`src/rtl/core/mcdt_pkg.sv`:
```
package mcdt_pkg;

    localparam int CHANNELS       = 6;
    localparam int THUMB_CHANNELS = 4;
    localparam int CPD_LOG2       = 2;
    localparam int COUNTS_PER_DETENT = 1 << CPD_LOG2;

    localparam int FUNC_W   = 2;
    localparam int CH_W     = 3;
    localparam int CH_IDX_W = (CHANNELS > 1) ? $clog2(CHANNELS) : 1;
    localparam int COUNT_W  = 16;
    localparam int POS_W    = 8;
    localparam int DET_W    = 8;
    localparam int RES_W    = CPD_LOG2 + 1;
    localparam int CFG_IDX_W  = 1;
    localparam int CFG_DATA_W = DET_W;

    localparam logic [DET_W-1:0] DET_THUMB_RST = 8'd24;
    localparam logic [DET_W-1:0] DET_FACE_RST  = 8'd12;

    typedef enum logic [FUNC_W-1:0] {
        FUNC_SAMPLE = 2'd0,
        FUNC_SET    = 2'd1,
        FUNC_READ   = 2'd2
    } func_e;

    typedef enum logic [CFG_IDX_W-1:0] {
        REG_DETENTS_THUMB     = 1'b0,
        REG_DETENTS_FACEPLATE = 1'b1
    } cfg_reg_e;

    typedef struct packed {
        logic [COUNT_W-1:0]      last_sample;
        logic signed [RES_W-1:0] residual;
        logic [POS_W-1:0]        position;
        logic                    pending;
    } chan_state_t;

    typedef struct packed {
        logic [FUNC_W-1:0]  func;
        logic [CH_W-1:0]    channel;
        logic [COUNT_W-1:0] raw_count;
        logic [POS_W-1:0]   new_position;
    } req_item_t;

    typedef struct packed {
        logic [POS_W-1:0] position;
        logic             change_flag;
        logic             moved;
    } rsp_item_t;

    function automatic logic is_thumb(input logic [CH_W-1:0] ch);
        is_thumb = {1'b0, ch} < (CH_W + 1)'(THUMB_CHANNELS);
    endfunction

    function automatic logic is_valid_ch(input logic [CH_W-1:0] ch);
        is_valid_ch = {1'b0, ch} < (CH_W + 1)'(CHANNELS);
    endfunction

    function automatic chan_state_t reset_state(input logic [CH_W-1:0] ch);
        chan_state_t s;
        s = '0;
        s.position = is_thumb(ch) ? POS_W'(DET_THUMB_RST >> 1) : POS_W'(DET_FACE_RST >> 1);
        reset_state = s;
    endfunction

endpackage

```
`src/rtl/core/mcdt_if.sv`:
```
interface mcdt_req_if
    import mcdt_pkg::*;
();
    logic               valid;
    logic               ready;
    logic [FUNC_W-1:0]  func;
    logic [CH_W-1:0]    channel;
    logic [COUNT_W-1:0] raw_count;
    logic [POS_W-1:0]   new_position;

    modport source (output valid, func, channel, raw_count, new_position, input ready);
    modport sink   (input valid, func, channel, raw_count, new_position, output ready);
endinterface

interface mcdt_rsp_if
    import mcdt_pkg::*;
();
    logic             valid;
    logic             ready;
    logic [POS_W-1:0] position;
    logic             change_flag;
    logic             moved;

    modport source (output valid, position, change_flag, moved, input ready);
    modport sink   (input valid, position, change_flag, moved, output ready);
endinterface

```
`src/rtl/core/mcdt_calc.sv`:
```
module mcdt_calc
    import mcdt_pkg::*;
(
    input  func_e              func,
    input  logic [COUNT_W-1:0] raw_count,
    input  logic [POS_W-1:0]   new_position,
    input  logic [DET_W-1:0]   det,
    input  chan_state_t        cur,
    output chan_state_t        nxt,
    output rsp_item_t          result
);

    localparam int SUM_W = COUNT_W + 2;
    localparam int P_W   = SUM_W + 1;

    logic [COUNT_W-1:0]      diff;
    logic signed [COUNT_W-1:0] diff_s;
    logic signed [SUM_W-1:0] sum;
    logic signed [SUM_W-1:0] bias;
    logic signed [SUM_W-1:0] quot;
    logic signed [SUM_W-1:0] rem;
    logic signed [P_W-1:0]   pos_sum;
    logic [DET_W-1:0]        limit;
    logic [POS_W-1:0]        clamped;
    logic [POS_W-1:0]        set_pos;
    logic                    moved;
    logic                    flag_out;

    always_comb
    begin
        diff    = raw_count - cur.last_sample;
        diff_s  = $signed(diff);
        sum     = SUM_W'(diff_s) + SUM_W'(cur.residual);
        bias    = sum[SUM_W-1] ? SUM_W'(COUNTS_PER_DETENT - 1) : '0;
        quot    = (sum + bias) >>> CPD_LOG2;
        rem     = sum - (quot <<< CPD_LOG2);
        limit   = det - DET_W'(1);
        pos_sum = $signed({{(P_W - POS_W){1'b0}}, cur.position}) + P_W'(quot);
        if (pos_sum < 0)
        begin
            clamped = '0;
        end
        else if (pos_sum > $signed({{(P_W - DET_W){1'b0}}, limit}))
        begin
            clamped = POS_W'(limit);
        end
        else
        begin
            clamped = pos_sum[POS_W-1:0];
        end
        if (det != '0 && new_position > POS_W'(limit))
        begin
            set_pos = POS_W'(limit);
        end
        else
        begin
            set_pos = new_position;
        end
    end

    always_comb
    begin
        nxt      = cur;
        moved    = 1'b0;
        flag_out = cur.pending;
        unique case (func)
            FUNC_SAMPLE:
            begin
                nxt.last_sample = raw_count;
                if (diff != '0 && det != '0)
                begin
                    nxt.residual = rem[RES_W-1:0];
                    if (quot != '0)
                    begin
                        nxt.position = clamped;
                    end
                    if (nxt.position != cur.position)
                    begin
                        nxt.pending = 1'b1;
                        moved       = 1'b1;
                    end
                end
                flag_out = nxt.pending;
            end
            FUNC_SET:
            begin
                nxt.position = set_pos;
                nxt.residual = '0;
                nxt.pending  = 1'b1;
                flag_out     = 1'b1;
            end
            FUNC_READ:
            begin
                nxt.pending = 1'b0;
            end
            default:
            begin
                nxt = cur;
            end
        endcase
        result.position    = nxt.position;
        result.change_flag = flag_out;
        result.moved       = moved;
    end

endmodule

```
`src/rtl/core/multi_channel_detent_tracker_top.sv`:
```
// Channel  Dir  Payload                                   Transaction
// req      in   func, channel, raw_count, new_position    valid && ready
// rsp      out  position, change_flag, moved              valid && ready
// cfg      in   cfg_index, cfg_data                       cfg_we
//
// One transaction per cycle sustained while rsp accepts; a result follows its request through
// the input register, then the per-channel state update and result register.
// Per-channel state sits in flip-flops, read and written once per cycle, so an item
// sees everything left by the item before it.
// Reset clears all per-channel state at once; positions start at half the reset detent counts.
// A stalled rsp holds the result register; req keeps one more transaction in its
// input register, then drops ready.
module multi_channel_detent_tracker_top
    import mcdt_pkg::*;
(
    input  logic                  clk,
    input  logic                  rst_n,
    mcdt_req_if.sink              req,
    mcdt_rsp_if.source            rsp,
    input  logic                  cfg_we,
    input  logic [CFG_IDX_W-1:0]  cfg_index,
    input  logic [CFG_DATA_W-1:0] cfg_data
);

    logic              req_valid_reg;
    req_item_t         req_reg;
    logic              rsp_valid_reg;
    rsp_item_t         rsp_reg;
    logic [DET_W-1:0]  thumb_reg;
    logic [DET_W-1:0]  face_reg;
    chan_state_t       state_reg [CHANNELS];

    logic              advance;
    logic              fire;
    logic              ch_valid;
    logic [CH_IDX_W-1:0] idx;
    logic [DET_W-1:0]  det;
    chan_state_t       cur;
    chan_state_t       nxt;
    rsp_item_t         calc_result;
    rsp_item_t         rsp_next;

    assign advance   = !rsp_valid_reg || rsp.ready;
    assign fire      = req_valid_reg && advance;
    assign req.ready = !req_valid_reg || advance;

    assign ch_valid = is_valid_ch(req_reg.channel);
    assign idx      = ch_valid ? req_reg.channel[CH_IDX_W-1:0] : '0;
    assign det      = is_thumb(req_reg.channel) ? thumb_reg : face_reg;
    assign cur      = state_reg[idx];
    assign rsp_next = ch_valid ? calc_result : '0;

    mcdt_calc u_calc (
        .func         (func_e'(req_reg.func)),
        .raw_count    (req_reg.raw_count),
        .new_position (req_reg.new_position),
        .det          (det),
        .cur          (cur),
        .nxt          (nxt),
        .result       (calc_result)
    );

    always_ff @(posedge clk or negedge rst_n)
    begin
        if (!rst_n)
        begin
            thumb_reg <= DET_THUMB_RST;
            face_reg  <= DET_FACE_RST;
        end
        else if (cfg_we)
        begin
            unique case (cfg_reg_e'(cfg_index))
                REG_DETENTS_THUMB:     thumb_reg <= cfg_data[DET_W-1:0];
                REG_DETENTS_FACEPLATE: face_reg  <= cfg_data[DET_W-1:0];
                default:               thumb_reg <= thumb_reg;
            endcase
        end
    end

    always_ff @(posedge clk or negedge rst_n)
    begin
        if (!rst_n)
        begin
            req_valid_reg <= 1'b0;
            rsp_valid_reg <= 1'b0;
        end
        else
        begin
            if (req.ready)
            begin
                req_valid_reg <= req.valid;
            end
            if (advance)
            begin
                rsp_valid_reg <= req_valid_reg;
            end
        end
    end

    // hold payloads while stalled
    always_ff @(posedge clk)
    begin
        if (req.valid && req.ready)
        begin
            req_reg.func         <= req.func;
            req_reg.channel      <= req.channel;
            req_reg.raw_count    <= req.raw_count;
            req_reg.new_position <= req.new_position;
        end
        if (fire)
        begin
            rsp_reg <= rsp_next;
        end
    end

    always_ff @(posedge clk or negedge rst_n)
    begin
        if (!rst_n)
        begin
            for (int i = 0; i < CHANNELS; i++)
            begin
                state_reg[i] <= reset_state(CH_W'(i));
            end
        end
        else if (fire && ch_valid)
        begin
            state_reg[idx] <= nxt;
        end
    end

    assign rsp.valid       = rsp_valid_reg;
    assign rsp.position    = rsp_reg.position;
    assign rsp.change_flag = rsp_reg.change_flag;
    assign rsp.moved       = rsp_reg.moved;

`ifndef NO_ASSERTIONS
    assert property (@(posedge clk) disable iff (!rst_n)
        fire && !ch_valid |=> rsp.position == '0 && !rsp.change_flag && !rsp.moved)
        else $error("invalid channel produced nonzero result");

    assert property (@(posedge clk) disable iff (!rst_n)
        rsp.valid && rsp.moved |-> rsp.change_flag)
        else $error("movement without change flag");

    assert property (@(posedge clk) disable iff (!rst_n)
        fire && ch_valid && req_reg.func == FUNC_SET |=> rsp.change_flag)
        else $error("set transaction did not raise change flag");

    assert property (@(posedge clk) disable iff (!rst_n)
        fire && ch_valid && req_reg.func == FUNC_SET && det != '0
        |=> rsp.position < $past(det))
        else $error("set position not clamped");

    assert property (@(posedge clk) disable iff (!rst_n)
        fire && req_reg.func != FUNC_SAMPLE |=> !rsp.moved)
        else $error("moved raised on non-sample transaction");
`endif

endmodule
```
`src/flat_wrapper.sv`:
```
// flat-port wrapper written by rule: the top's interface ports become plain ports
module multi_channel_detent_tracker_top_flat import mcdt_pkg::*;
  (clk, rst_n, cfg_we, cfg_index, cfg_data, req_valid, req_func, req_channel, req_raw_count, req_new_position, req_ready, rsp_valid, rsp_position, rsp_change_flag, rsp_moved, rsp_ready);
  mcdt_req_if req_i ();
  mcdt_rsp_if rsp_i ();
  input  logic clk;
  input  logic rst_n;
  input  logic cfg_we;
  input  logic [CFG_IDX_W-1:0] cfg_index;
  input  logic [CFG_DATA_W-1:0] cfg_data;
  input wire logic [$bits(req_i.valid)-1:0] req_valid;
  input wire logic [$bits(req_i.func)-1:0] req_func;
  input wire logic [$bits(req_i.channel)-1:0] req_channel;
  input wire logic [$bits(req_i.raw_count)-1:0] req_raw_count;
  input wire logic [$bits(req_i.new_position)-1:0] req_new_position;
  output wire logic [$bits(req_i.ready)-1:0] req_ready;
  output wire logic [$bits(rsp_i.valid)-1:0] rsp_valid;
  output wire logic [$bits(rsp_i.position)-1:0] rsp_position;
  output wire logic [$bits(rsp_i.change_flag)-1:0] rsp_change_flag;
  output wire logic [$bits(rsp_i.moved)-1:0] rsp_moved;
  input wire logic [$bits(rsp_i.ready)-1:0] rsp_ready;
  assign req_i.valid = req_valid;
  assign req_i.func = req_func;
  assign req_i.channel = req_channel;
  assign req_i.raw_count = req_raw_count;
  assign req_i.new_position = req_new_position;
  assign req_ready = req_i.ready;
  assign rsp_valid = rsp_i.valid;
  assign rsp_position = rsp_i.position;
  assign rsp_change_flag = rsp_i.change_flag;
  assign rsp_moved = rsp_i.moved;
  assign rsp_i.ready = rsp_ready;
  multi_channel_detent_tracker_top u_core (.clk(clk), .rst_n(rst_n), .req(req_i), .rsp(rsp_i), .cfg_we(cfg_we), .cfg_index(cfg_index), .cfg_data(cfg_data));
endmodule
```
`config.mk`:
```
export PLATFORM = sky130hd
export DESIGN_NAME = multi_channel_detent_tracker_top_flat
export DESIGN_NICKNAME = d
export VERILOG_FILES = /design/src/rtl/core/mcdt_pkg.sv /design/src/rtl/core/mcdt_if.sv /design/src/rtl/core/mcdt_calc.sv /design/src/rtl/core/multi_channel_detent_tracker_top.sv /design/src/flat_wrapper.sv
export SDC_FILE = /design/constraint.sdc
export NUM_CORES = 1
export LEC_CHECK = 0
export ABC_AREA = 1
export BUFFER_PORTS_ARGS = -buffer_cell sky130_fd_sc_hd__buf_2
export CORE_UTILIZATION = 62
export CTS_BUF_LIST = sky130_fd_sc_hd__clkbuf_8
export DETAILED_ROUTE_END_ITERATION = 6
export PLACE_DENSITY = 0.76
export SYNTH_ARGS = -nofsm -noshare
export SYNTH_HDL_FRONTEND = slang
export SYNTH_SLANG_ARGS = --single-unit
```
`constraint.sdc`:
```
create_clock -name clk -period 11.55 [get_ports clk]
set_clock_uncertainty 0.2 [all_clocks]
set_input_delay 1.155 -clock clk [delete_from_list [all_inputs] [get_ports clk]]
set_output_delay 1.155 -clock clk [all_outputs]
set_load 0.1 [all_outputs]
```
==> out/results.tsv <==
metric	value	unit
Fillers	1831	
Fin. Hold Viols	0	
Setup TNS	0	ns
R2R Setup Slk	1.19	ns
overall routing resource usage	33.7	%
Max-Cap Viols	0	
largest net degree at the start of global routing	100	
initial antenna violation count	0	
CTS Sinks	225	
DR WL met3	3150	um
commonest non-fill, non-tap cell in the layout	nand2_1	
reg2reg start	u_core.req_reg[26]	
core area	0.0218	mm2
vias in the first global route	11636	
layout cells sized above 1	12.2	%
CP peak stage delay	0.51	ns
Final ANT Viol Nets	0	
WHS Path Cells	2	
initial core utilization	63.1	%
H-tree depth	2	
most frequent CP cell	nand2_1	
Hold Path Class	reg2reg	
DRT Wirelength	37200	um
placed instance area	0.0143	mm2
Synth Instances	1799	
TritonRoute pass-1 iters	6	
Synth Register Bits	225	
Die W	151	um
Detailed Route Iter0 Violations	1196	
WHS	0.269	ns
final setup vio count	0	
EDFF count, synth	39	
Slew Limit Fails	0	
Avg Cell Area, Syn	7.63	um2
worst skew pair latency	0.56	ns
CP required	11.78	ns
cell depth of the worst flop-to-flop path	72	
hold path start	u_core.state_reg[115]	
detailed-route via count	12440	
commonest cells after routing, fill and taps aside	nand2_1 (507), o21ai_0 (238), inv_1 (199), dfrtp_1 (170), nor2_1 (121)	
top-area cell type share of the netlist area	31.0	%
mapped cell area	0.0137	mm2
Die Area	0.0227	mm2
Post-synth top flop	dfrtp_1	
max reg flops	168	
post-synthesis async set-or-reset flop share	82.7	%
worst-margin pin slew	1.25	ns
FF/Latch Area	0.00585	mm2
Site Rows	54	
Tmin final	10.36	ns
CTS Buf Count	41	
Slowest-stage cell, CP	edfxtp_1	
gp weighted congestion	0.938	
Clock Tree Root	clkbuf_8	
I/O Buffers	54	
Worst R2R End	u_core.state_reg[84]	
Synth area leaders	dfrtp_1 (31%), nand2_1 (14%), o21ai_0 (8.7%)	
Yosys Warn Count	0	
DP HPWL	26400	um
gr ovfl total	0	
Setup WS post-layout	1.19	ns
design area	0.0152	mm2
Hold EP	u_core.state_reg[115]	
period utilization	89.7	%
clk slew on worst S/H paths	0.06	ns
RSZ-0062 raised after global routing	no	
Crit path arrival time	10.59	ns
nets@finish	1966	
# DRC	0	
Seq/Total Area, Yosys	42.6	%
Wirelength per Cell	17.1	um
max_slew headroom	15.7	%
fmax	96.6	MHz
met1 WL	16800	um
CTS tree	built	
Yosys top cell by area	dfrtp_1	
Ports	55	
kind of critical path	reg2reg	
status	finished clean	
CP Max Fanout	13	
Yosys cell types	51	
first-pass GRT wire length	59700	um
Crit. End Element	register	
Multi-input gate area	0.00690	mm2
met2 WL	16300	um
DIE HEIGHT	151	um
syn nets	1907	
layout overhead on the synthesized area	10.9	%
hold_buf cts	0	
antenna cells	0	
DR top layer	met4	
dpl ws	1.01	ns
startpoint types	register	
vias per cell	5.73	
Longest Clk Path Bufs	3	
## cells in the mapped netlist (4+ instances only)
library cell / number
clkbuf_1: 58
nor4_1: 5
nor3_1: 23
xor2_1: 26
edfxtp_1: 39
xnor2_1: 5
nand4_1: 26
o21ai_1: 7
nand2_2: 17
nor2_1: 122
a31oi_1: 11
mux2i_1: 4
a32oi_1: 6
o22ai_1: 5
nor2_4: 8
nand3_1: 68
dfrtp_1: 170
ha_1: 62
buf_2: 4
nand2_1: 508
inv_1: 184
nand3_2: 5
a21oi_1: 69
o211ai_1: 8
inv_2: 13
dfstp_2: 16
o2111ai_1: 4
or2_2: 8
o21bai_1: 4
o221ai_1: 12
a22oi_1: 17
clkinv_1: 8
nand3b_1: 7
o21ai_0: 239
## per-stage QoR
| step | util, % | instances |
|---|---|---|
| 3_3_place_gp | 65.7 | 2091 |
| 2_1_floorplan | - | 1799 |
| 5_1_grt | 70.0 | 2171 |
| 6_report | 70.0 | 2171 |
| 4_1_cts | 69.7 | 2167 |
| 3_5_place_dp | 65.7 | 2091 |
## worst max path at each step
stage                       start                      to  cells past startpoint
2_1_floorplan  u_core.req_reg[26]  u_core.rsp.change_flag                     71
3_3_place_gp   u_core.req_reg[26]  u_core.rsp.change_flag                     71
3_5_place_dp   u_core.req_reg[26]    u_core.state_reg[84]                     76
4_1_cts        u_core.req_reg[26]    u_core.state_reg[84]                     76
5_1_grt        u_core.req_reg[26]    u_core.state_reg[56]                     75
6_report       u_core.req_reg[26]    u_core.state_reg[84]                     72
## repair_timing
item	in CTS	in global routing
endpoints found under the setup margin	0	61
setup buffers	0	3
resized for setup	0	5
hold endpoints to repair	0	0
## cell type report
type,count,share of cell area (%)
clock buffer,55,4.97
timing repair inverter,1,0.0329
sequential,225,38.4
tap,280,2.30
timing repair buffer,80,3.10
inverter,205,5.08
clock inverter,21,0.797
multi-input combinational,1304,45.3
## critical path: cells and delay by family, from the launching register on
| family | cells | cell delay [ns] |
|---|---|---|
| and+or+nand+nor | 40 | 3.72 |
| AOI/OAI and AO/OA | 15 | 2.30 |
| adders and majority gates | 6 | 2.23 |
| buffers and inverters | 9 | 0.88 |
| DFF | 1 | 0.51 |
| xor gates and xnor gates | 2 | 0.41 |
## layer usage
metal  global-route usage (%)  vias up
met5                        0        -
met1                     49.2     5827
met3                     6.87       67
met2                     50.3      470
met4                     10.5        0
li1                         -     6076
## kinds of logic (layout without fill, tap and decap cells)
group / count (synthesis) / count (layout) / synth area share [%]
simple gates: 810 / 810 / 25.6
compound gates: 393 / 393 / 15.9
buf+inv: 270 / 362 / 7.42
flops: 225 / 225 / 42.6
fa+ha+maj: 65 / 65 / 6.09
xor+xnor: 32 / 32 / 2.10
mux: 4 / 4 / 0.292
Power is left out: the tool's default activity adds up to more than one toggle a clock period on the data nets, which glitch-free logic cannot reach.
